File: src/rtl/swct_pkg.sv
// ----------------------------------------------------------------------------
// Sorted word count table package
// Command and status codes, the cell control bundle and shared helpers.
// ----------------------------------------------------------------------------
package swct_pkg;

  localparam int KEY_W   = 64;
  localparam int COUNT_W = 16;
  localparam int RANK_W  = 6;

  localparam logic [COUNT_W-1:0] COUNT_MAX = '1;

  typedef enum logic [1:0] {
    CMD_INSERT = 2'd0,
    CMD_LOOKUP = 2'd1,
    CMD_RANK   = 2'd2
  } cmd_e;

  typedef enum logic [1:0] {
    ST_OK   = 2'd0,
    ST_FULL = 2'd1,
    ST_RANK = 2'd2
  } status_e;

  // Control broadcast from the sequencer to every cell.
  typedef struct packed {
    logic cmp_en;
    logic ins_en;
    logic inc_en;
    cmd_e cmd;
  } ctrl_t;

  function automatic logic [COUNT_W-1:0] count_inc(input logic [COUNT_W-1:0] c);
    return (c == COUNT_MAX) ? c : c + COUNT_W'(1);
  endfunction

endpackage

File: src/rtl/swct_cell.sv
// ----------------------------------------------------------------------------
// Table cell
// Holds one sorted entry, compares it with the request key and shifts toward
// the tail when a new word is inserted in front of it.
// ----------------------------------------------------------------------------
module swct_cell #(
  parameter int ENTRIES    = 64,
  parameter int WORD_CHARS = 8,
  parameter int IDX        = 0
) (
  input  logic                                      clk_i,
  input  logic                                      rst_ni,
  input  swct_pkg::ctrl_t                           ctrl_i,
  input  logic [$clog2(ENTRIES+1)-1:0]              used_i,
  input  logic [8*WORD_CHARS-1:0]                   key_i,
  input  logic [swct_pkg::RANK_W-1:0]               rank_i,
  input  logic [8*WORD_CHARS-1:0]                   prev_key_i,
  input  logic [swct_pkg::COUNT_W-1:0]              prev_count_i,
  input  logic                                      prev_lt_i,
  output logic [8*WORD_CHARS-1:0]                   key_o,
  output logic [swct_pkg::COUNT_W-1:0]              count_o,
  output logic                                      lt_o,
  output logic [8*WORD_CHARS+swct_pkg::COUNT_W:0]   leaf_o
);
  import swct_pkg::*;

  localparam int KW = 8 * WORD_CHARS;
  localparam int UW = $clog2(ENTRIES + 1);
  localparam int IW = $clog2(ENTRIES);
  localparam int CW = (IW > RANK_W) ? IW : RANK_W;
  localparam int NW = 1 + COUNT_W + KW;

  logic [KW-1:0]      key_q;
  logic [COUNT_W-1:0] count_q;
  logic               lt_q, lt_d;
  logic               eq_q, eq_d;
  logic [NW-1:0]      leaf_q, leaf_d;
  logic               valid;
  logic               hit;

  always_comb begin
    valid = used_i > UW'(IDX);
    lt_d  = valid && (key_q < key_i);
    eq_d  = valid && (key_q == key_i);
    unique case (ctrl_i.cmd)
      CMD_INSERT, CMD_LOOKUP: hit = eq_d;
      CMD_RANK:               hit = valid && (CW'(rank_i) == CW'(IDX));
      default:                hit = 1'b0;
    endcase
    leaf_d = hit ? {1'b1, count_q, key_q} : '0;
  end

  always_ff @(posedge clk_i or negedge rst_ni) begin
    if (!rst_ni) begin
      lt_q <= 1'b0;
      eq_q <= 1'b0;
    end else if (ctrl_i.cmp_en) begin
      lt_q <= lt_d;
      eq_q <= eq_d;
    end
  end

  always_ff @(posedge clk_i) begin
    if (ctrl_i.cmp_en) begin
      leaf_q <= leaf_d;
    end
    // The first cell not below the key takes the new word; every cell after
    // it takes its neighbor's entry.
    if (ctrl_i.ins_en) begin
      if (!lt_q && prev_lt_i) begin
        key_q   <= key_i;
        count_q <= COUNT_W'(1);
      end else if (!prev_lt_i) begin
        key_q   <= prev_key_i;
        count_q <= prev_count_i;
      end
    end else if (ctrl_i.inc_en && eq_q) begin
      count_q <= count_inc(count_q);
    end
  end

  assign key_o   = key_q;
  assign count_o = count_q;
  assign lt_o    = lt_q;
  assign leaf_o  = leaf_q;

endmodule

File: config.mk
export PLATFORM = sky130hd
export DESIGN_NAME = swct_cell
export DESIGN_NICKNAME = d
export VERILOG_FILES = /design/src/rtl/swct_pkg.sv /design/src/rtl/swct_cell.sv
export SDC_FILE = /design/constraint.sdc
export NUM_CORES = 1
export LEC_CHECK = 0
export BUFFER_PORTS_ARGS = -buffer_cell sky130_fd_sc_hd__buf_2
export CAP_MARGIN = 30
export CORE_ASPECT_RATIO = 0.6
export CORE_UTILIZATION = 49
export DETAILED_ROUTE_END_ITERATION = 16
export PLACE_DENSITY = 0.81
export SLEW_MARGIN = 40
export SYNTH_ARGS = -nofsm -noshare
export SYNTH_HDL_FRONTEND = slang
export SYNTH_SLANG_ARGS = --single-unit
File: constraint.sdc
create_clock -name clk_i -period 5.8 [get_ports clk_i]
set_input_delay 1.16 -clock clk_i [delete_from_list [all_inputs] [get_ports clk_i]]
set_output_delay 1.16 -clock clk_i [all_outputs]
set_load 0.01 [all_outputs]
==> impl_metrics.tcl, run 1 <==
set metrics [dict create \
    cts_setup_buffers 0 \
    wl_met3_mm 2.050 \
    ys_seq_area_frac 0.5909 \
    wl_met1_mm 10.01 \
    fin_ws_ns 2.045 \
    synth_xor_area_frac 0.01483 \
    dp_worst_setup_slack_ns 1.630 \
    critical_path_required_ns 6.07 \
    arrival_ns 4.03 \
    grt_overflow_total 0 \
    insertion_delay_ns 0.42 \
    r2r_slack_ns 2.46 \
    ys_top_cells_by_area "edfxtp_1 58%, ha_1 9.8%, and2_1 6.2%" \
    viasPerCell 5.210 \
    status "complete, no violations" \
    ioPinCount 327 \
    leakage_nw 5.035 \
    netlist_area_sq_mm 0.008267 \
    top_layer_used "met4" \
    fmax_mhz 266.3 \
    finalHoldViolCount 0 \
    area_growth_pct 29.03 \
    fin_crit_sh 0.6475 \
    drt_iter0_drc 438 \
    fin_nets 1266 \
    routed-via-count 6664 \
    cts_buffers 17 \
    finalSetupTns_ns 0 \
    drtPass1Iterations 5 \
    ys_types 41 \
    track_usage 0.2557 \
    hold_buffers 0 \
    min_path_type "in2async" \
    clock-sinks 163 \
    drc_errors 0 \
    cts_tree "yes" \
    grt_antenna_before_repair 0 \
    vdd_ir_drop_max_v 0.0001548 \
    root_buffer "clkbuf_16" \
    port_buffers 326 \
    synth_warnings 0 \
    cp_max_fo 38 \
    cts_buffer_depth 2 \
    die_area_sq_mm 0.01741 \
    path_class "in2reg" \
    synthesis.nets 942 \
    rsz0062_at_grt "no" \
    wl_mm 22.55 \
    muxShareOfSynthArea 0.001362 \
    grt_pass1_vias 6079 \
    worst_setup_path_end_kind "flop" \
    worstSetupStartpointType "input pin" \
    power_density_mw_per_mm2 281.9 \
    cts-resized-gates 0 \
    final_max_slew_viol_count 0 \
    synth-seq-cells 163 \
    yosys.area_share.adder 0.09838 \
    worstMarginPinSlew_ns 0.7191 \
    synth_compound_area_frac 0.08915 \
    fp-row-count 36 \
    fin_crit_ns 3.755 \
    synth_top_family_by_area "simple AND/OR/NAND/NOR gates" \
    syn_inst 712 \
    finClkSkew_ns 0.01495 \
    chipHeight_um 102.6 \
    r2r-end "leaf_o[3]" \
    synth-simple-area-share 0.1545 \
    setup_viol 0 \
    gp_congestion 0.8370 \
    wl_per_cell_um 17.63 \
    slew_headroom 0.5206 \
    syn-mean-instance-area_sq_um 11.61 \
    yosysTopAreaCell "edfxtp_1" \
    start_util 0.5056 \
    drive_gt1_frac 0.3546 \
    core_sq_mm 0.01635 \
    reg2reg_depth 8 \
    clk_pin_slew_ns 0.06 \
    maxCapViolCount 0 \
    antenna_left 0 \
    wl_met2_mm 10.18 \
    r2r-start "key_o[61]" \
    die_x_um 169.7 \
    dpl.hpwl_mm 17.10 \
    grt_pass1_wl_mm 33.24 \
    htree_num_levels 4 \
    synth_top_area_share 0.5848 \
    grt_max_degree 91 \
]
-- critical path: stages --
cell	delay [ns]
buf_2	0.08
inv_1	0.05
ha_1	0.32
nand4_1	0.21
nor4_2	0.45
nand3_1	0.16
or4_4	0.53
o21ai_4	0.42
buf_4	0.41
and2_1	0.19
-- layout by cell type (no fill, tap or decap), types with 2 or more instances in the layout --
cell	synthesis	layout
and3_1	5	5
inv_1	68	68
nor2_1	6	6
a21oi_1	30	29
nor2b_1	3	3
clkbuf_1	20	2
o21ai_0	86	86
nor4_1	2	2
nand4_1	18	18
buf_2	0	325
edfxtp_1	161	161
nor3_1	5	5
buf_4	0	6
ha_1	65	65
inv_6	0	5
and2_1	82	82
diode_2	0	2
nand2_1	80	80
a21o_1	6	6
dfrtp_1	2	2
xor2_1	8	8
xnor2_1	6	6
inv_8	0	3
and4_1	2	2
nand3_1	29	29
clkbuf_16	0	17
clkinv_4	0	3
-- power breakdown --
group | switching, W | total, W | internal (W) | leakage [nW]
clock network | 0.000506 | 0.00107 | 0.000566 | 0.269
logic | 0.000282 | 0.000474 | 0.000192 | 3.12
registers | 0.0000628 | 0.00146 | 0.00140 | 1.64
total | 0.000851 | 0.00301 | 0.00216 | 5.03
-- cell families after synthesis --
group / count (synthesis)
AND/OR/NAND/NOR: 239
XOR/XNOR: 14
AO/OA/AOI/OAI: 134
flip-flops: 163
multiplexers: 1
adder cells (fa/ha/maj): 65
buffers and inverters: 96
-- metal layers --
layer	GRT usage	up-vias
met2	0.3953	327
met5	0	-
met4	0.06653	0
li1	-	3187
met3	0.06833	24
met1	0.3595	3126
-- registers in the layout, summed over array words and instances, names as in the netlist --
| register | cells |
|---|---|
| lt_o | 1 |
| count_o | 16 |
| key_o | 64 |
| leaf_o | 81 |
| eq_q | 1 |
-- cell type report --
cell class,count,area [sq um]
clock buffers,19,432.9
repair buffers,333,1707
clock inverters,13,116.4
inverters,68,255.2
multi-input cells,453,2980
well taps,228,285.3
fillers,1312,5684
diodes,2,5.005
flip-flops and latches,163,4885
-- synthesized netlist by cell type (all sizes together) --
cell type and count:
a21boi 1, a21o 6, a21oi 30, a221o 1
a221oi 1, a22oi 1, a31o 1, a41o 1
and2 82, and3 5, and4 2, buf 8
clkbuf 20, dfrtp 2, edfxtp 161, ha 65
inv 68, mux2 1, nand2 80, nand2b 1
nand3 29, nand4 19, nor2 6, nor2b 3
nor3 5, nor3b 1, nor4 4, o2111a 1
o211ai 1, o21ai 87, o21bai 1, o311ai 1
o31ai 1, or4 2, xnor2 6, xor2 8
-- metrics by stage --
stage                     total power [W]  utilization  hold WS (ns)  instances  area [sq um]
after floorplan                  0.001721            -        0.4493        712          8267
after global placement           0.001934       0.6163        0.5500       1243         10080
after detailed placement         0.001954       0.6163        0.5226       1243         10080
after CTS                        0.003014       0.6499        0.5061       1275         10630
after global routing             0.003133       0.6521        0.5061       1277         10660
final                            0.003007       0.6524        0.5229       1279         10670
-- worst max path at each step --
stage	slack, ns	end	from
floorplan	0.44	count_o[0]	ctrl_i[3]
global placement	1.78	leaf_o[49]	key_i[51]
global route	1.84	leaf_o[23]	key_i[51]
CTS	2.08	leaf_o[19]	key_i[51]
finish	2.04	leaf_o[3]	key_i[51]
detailed placement	1.63	leaf_o[23]	key_i[51]
No activity file was read; power rests on OpenSTA's default activity.
==> run 2, diff against run 1 <==
CORE_UTILIZATION = 44   (was 49)
PLACE_DENSITY = 0.76   (was 0.81)
clock period = 3 ns   (was 5.8 ns; I/O delays follow)
==> run 2 against run 1 <==
Against the previous run:
- core utilization decreased by 5.4 points
- clock-buffer cell count decreased by 2
- critical path depth fell by 2
- wire length increased by 1.7%
- combinational power rose by 100%
- via count increased by 0.29%
- clock skew is 0.0045 ns lower
- largest cell class unchanged
==> impl_metrics.tcl, run 2 (synthesis gave the netlist of run 1 again) <==
set metrics [dict create \
    status "complete, no violations" \
    met3_usage 0.05520 \
    worst_setup_path_end_kind "flop" \
    viasPerCell 5.098 \
    largest_reg_flops 81 \
    drc_errors 0 \
    fin_ws_ns 0.1519 \
    grt_antenna_before_repair 1 \
    leakage_nw 5.158 \
    root_buffer "clkbuf_16" \
    p_sw_frac 0.2869 \
    die_x_um 179.0 \
    antenna_left 0 \
    dpl.hpwl_mm 17.76 \
    drive_gt1_frac 0.3679 \
    fin_crit_sh 0.9494 \
    layout_commonest_cell "buf_2" \
    clock-sinks 163 \
    arrival_ns 3.12 \
    chipHeight_um 108.2 \
    fmax_mhz 351.1 \
    port_buffers 326 \
    grt_pass1_wl_mm 34.07 \
    fillers 1554 \
    insertion_delay_ns 0.41 \
    cts_tree "yes" \
    cts_setup_buffers 0 \
    gp_congestion 0.8972 \
    worstMarginPinSlew_ns 0.5678 \
    vdd_ir_drop_max_v 0.0003690 \
    insertedDiodeCount 0 \
    post_dp_cell_area_sq_mm 0.01031 \
    cts_buffer_depth 2 \
    cp_max_fo 35 \
    layout.cells.non_filler 1311 \
    final_cell_mix "325 x buf_2, 161 x edfxtp_1, 86 x o21ai_0" \
    worstSetupStartpointType "flop" \
    seq_area_sq_mm 0.004885 \
    setup_viol 0 \
    p_switching_w 0.001693 \
    grt_max_degree 65 \
    multiInputGateArea_sq_mm 0.002980 \
    final_util 0.5983 \
    design_area_sq_mm 0.01089 \
    rsz0062_at_grt "no" \
    maxCapViolCount 0 \
    die_area_sq_mm 0.01936 \
    path_class "reg2reg" \
    wl_per_cell_um 17.50 \
    slew_headroom 0.6215 \
    htree_num_levels 4 \
    drt_iter0_drc 485 \
    comb_power_share 0.162 \
    grt_util_met2 0.3544 \
    start_util 0.4540 \
    routed-via-count 6683 \
    finalHoldViolCount 0 \
    track_usage 0.2363 \
    grt_overflow_total 0 \
    fin_crit_ns 2.848 \
    pwr-share-seq 0.478 \
    fin_nets 1288 \
    clk_pin_slew_ns 0.07 \
    critical_path_required_ns 3.27 \
    final_max_slew_viol_count 0 \
    area_growth_pct 31.78 \
    place_inst 1278 \
    internal_power_w 0.004209 \
    ioPinCount 327 \
    min_path_type "in2reg" \
    core_sq_mm 0.01821 \
    gr-usage-met1 0.3437 \
    finClkSkew_ns 0.01046 \
    drtPass1Iterations 5 \
    wl_mm 22.94 \
    grt_pass1_vias 6215 \
    dp_worst_setup_slack_ns -0.08153 \
    power_density_mw_per_mm2 541.8 \
    fp-row-count 38 \
    finalSetupTns_ns 0 \
    p_clk_frac 0.360 \
    cts_buffers 17 \
    grt.busiest_layer "met2" \
]
run 2: repair_timing:
| item | in CTS | in global routing |
|---|---|---|
| hold endpoints to repair | 2 | 0 |
| hold buffers | 1 | 0 |
| endpoints found under the setup margin | 0 | 0 |
| gates resized for setup | 0 | 0 |
run 2: layout make-up:
type	count	share of cell area
Inverter	68	0.02343
Clock inverter	15	0.01321
Sequential cell	163	0.4484
Tap cell	240	0.02756
Multi-Input combinational cell	453	0.2736
Clock buffer	17	0.03905
Timing Repair Buffer	355	0.1748
run 2: power by group through the flow:
| stage | clock network [W] | registers (W) | logic (W) |
|---|---|---|---|
| 4_1_cts | 0.00216 | 0.00282 | 0.000963 |
| 3_5_place_dp | 0 | 0.00287 | 0.000954 |
| 3_3_place_gp | 0 | 0.00287 | 0.000930 |
| 6_report | 0.00212 | 0.00282 | 0.000955 |
| 2_1_floorplan | 0 | 0.00292 | 0.000405 |
| 5_1_grt | 0.00227 | 0.00284 | 0.00107 |
run 2: worst paths after layout:
path | startpoint | endpoint | slack, ns | cells past startpoint
worst max-delay path | key_o[58] | leaf_o[76] | 0.15 | 8
worst min-delay path | prev_key_i[11] | key_o[11] | 0.46 | 3
worst max register to register | key_o[58] | leaf_o[76] | 0.15 | 8
worst min register to register | eq_q | eq_q | 0.53 | 2
max in group asynchronous | rst_ni | eq_q | 2.35 | 2
min in group asynchronous | rst_ni | eq_q | 0.55 | 2
run 2: layer usage:
| layer | wire [um] | share of wire |
|---|---|---|
| met1 | 10540 | 0.46 |
| met2 | 10170 | 0.44 |
| met3 | 1913 | 0.083 |
| met4 | 308 | 0.013 |
| met5 | 10 | 0.00044 |
run 2: worst max-delay path, cell delays in order, from the launching register on:
cell and delay [ns]:
edfxtp_1 0.45, ha_1 0.35, nand4_1 0.26, nor4_2 0.34
nand3_1 0.15, or4_4 0.53, o21ai_4 0.24, buf_12 0.21
and2_1 0.16
run 2: metrics by stage:
step	power (W)	hold slack, ns
after global routing	0.006177	0.4497
after global placement	0.003801	0.3911
after detailed placement	0.003828	0.3888
final	0.005903	0.4595
after CTS	0.005949	0.4418
after floorplan	0.003323	0.3044
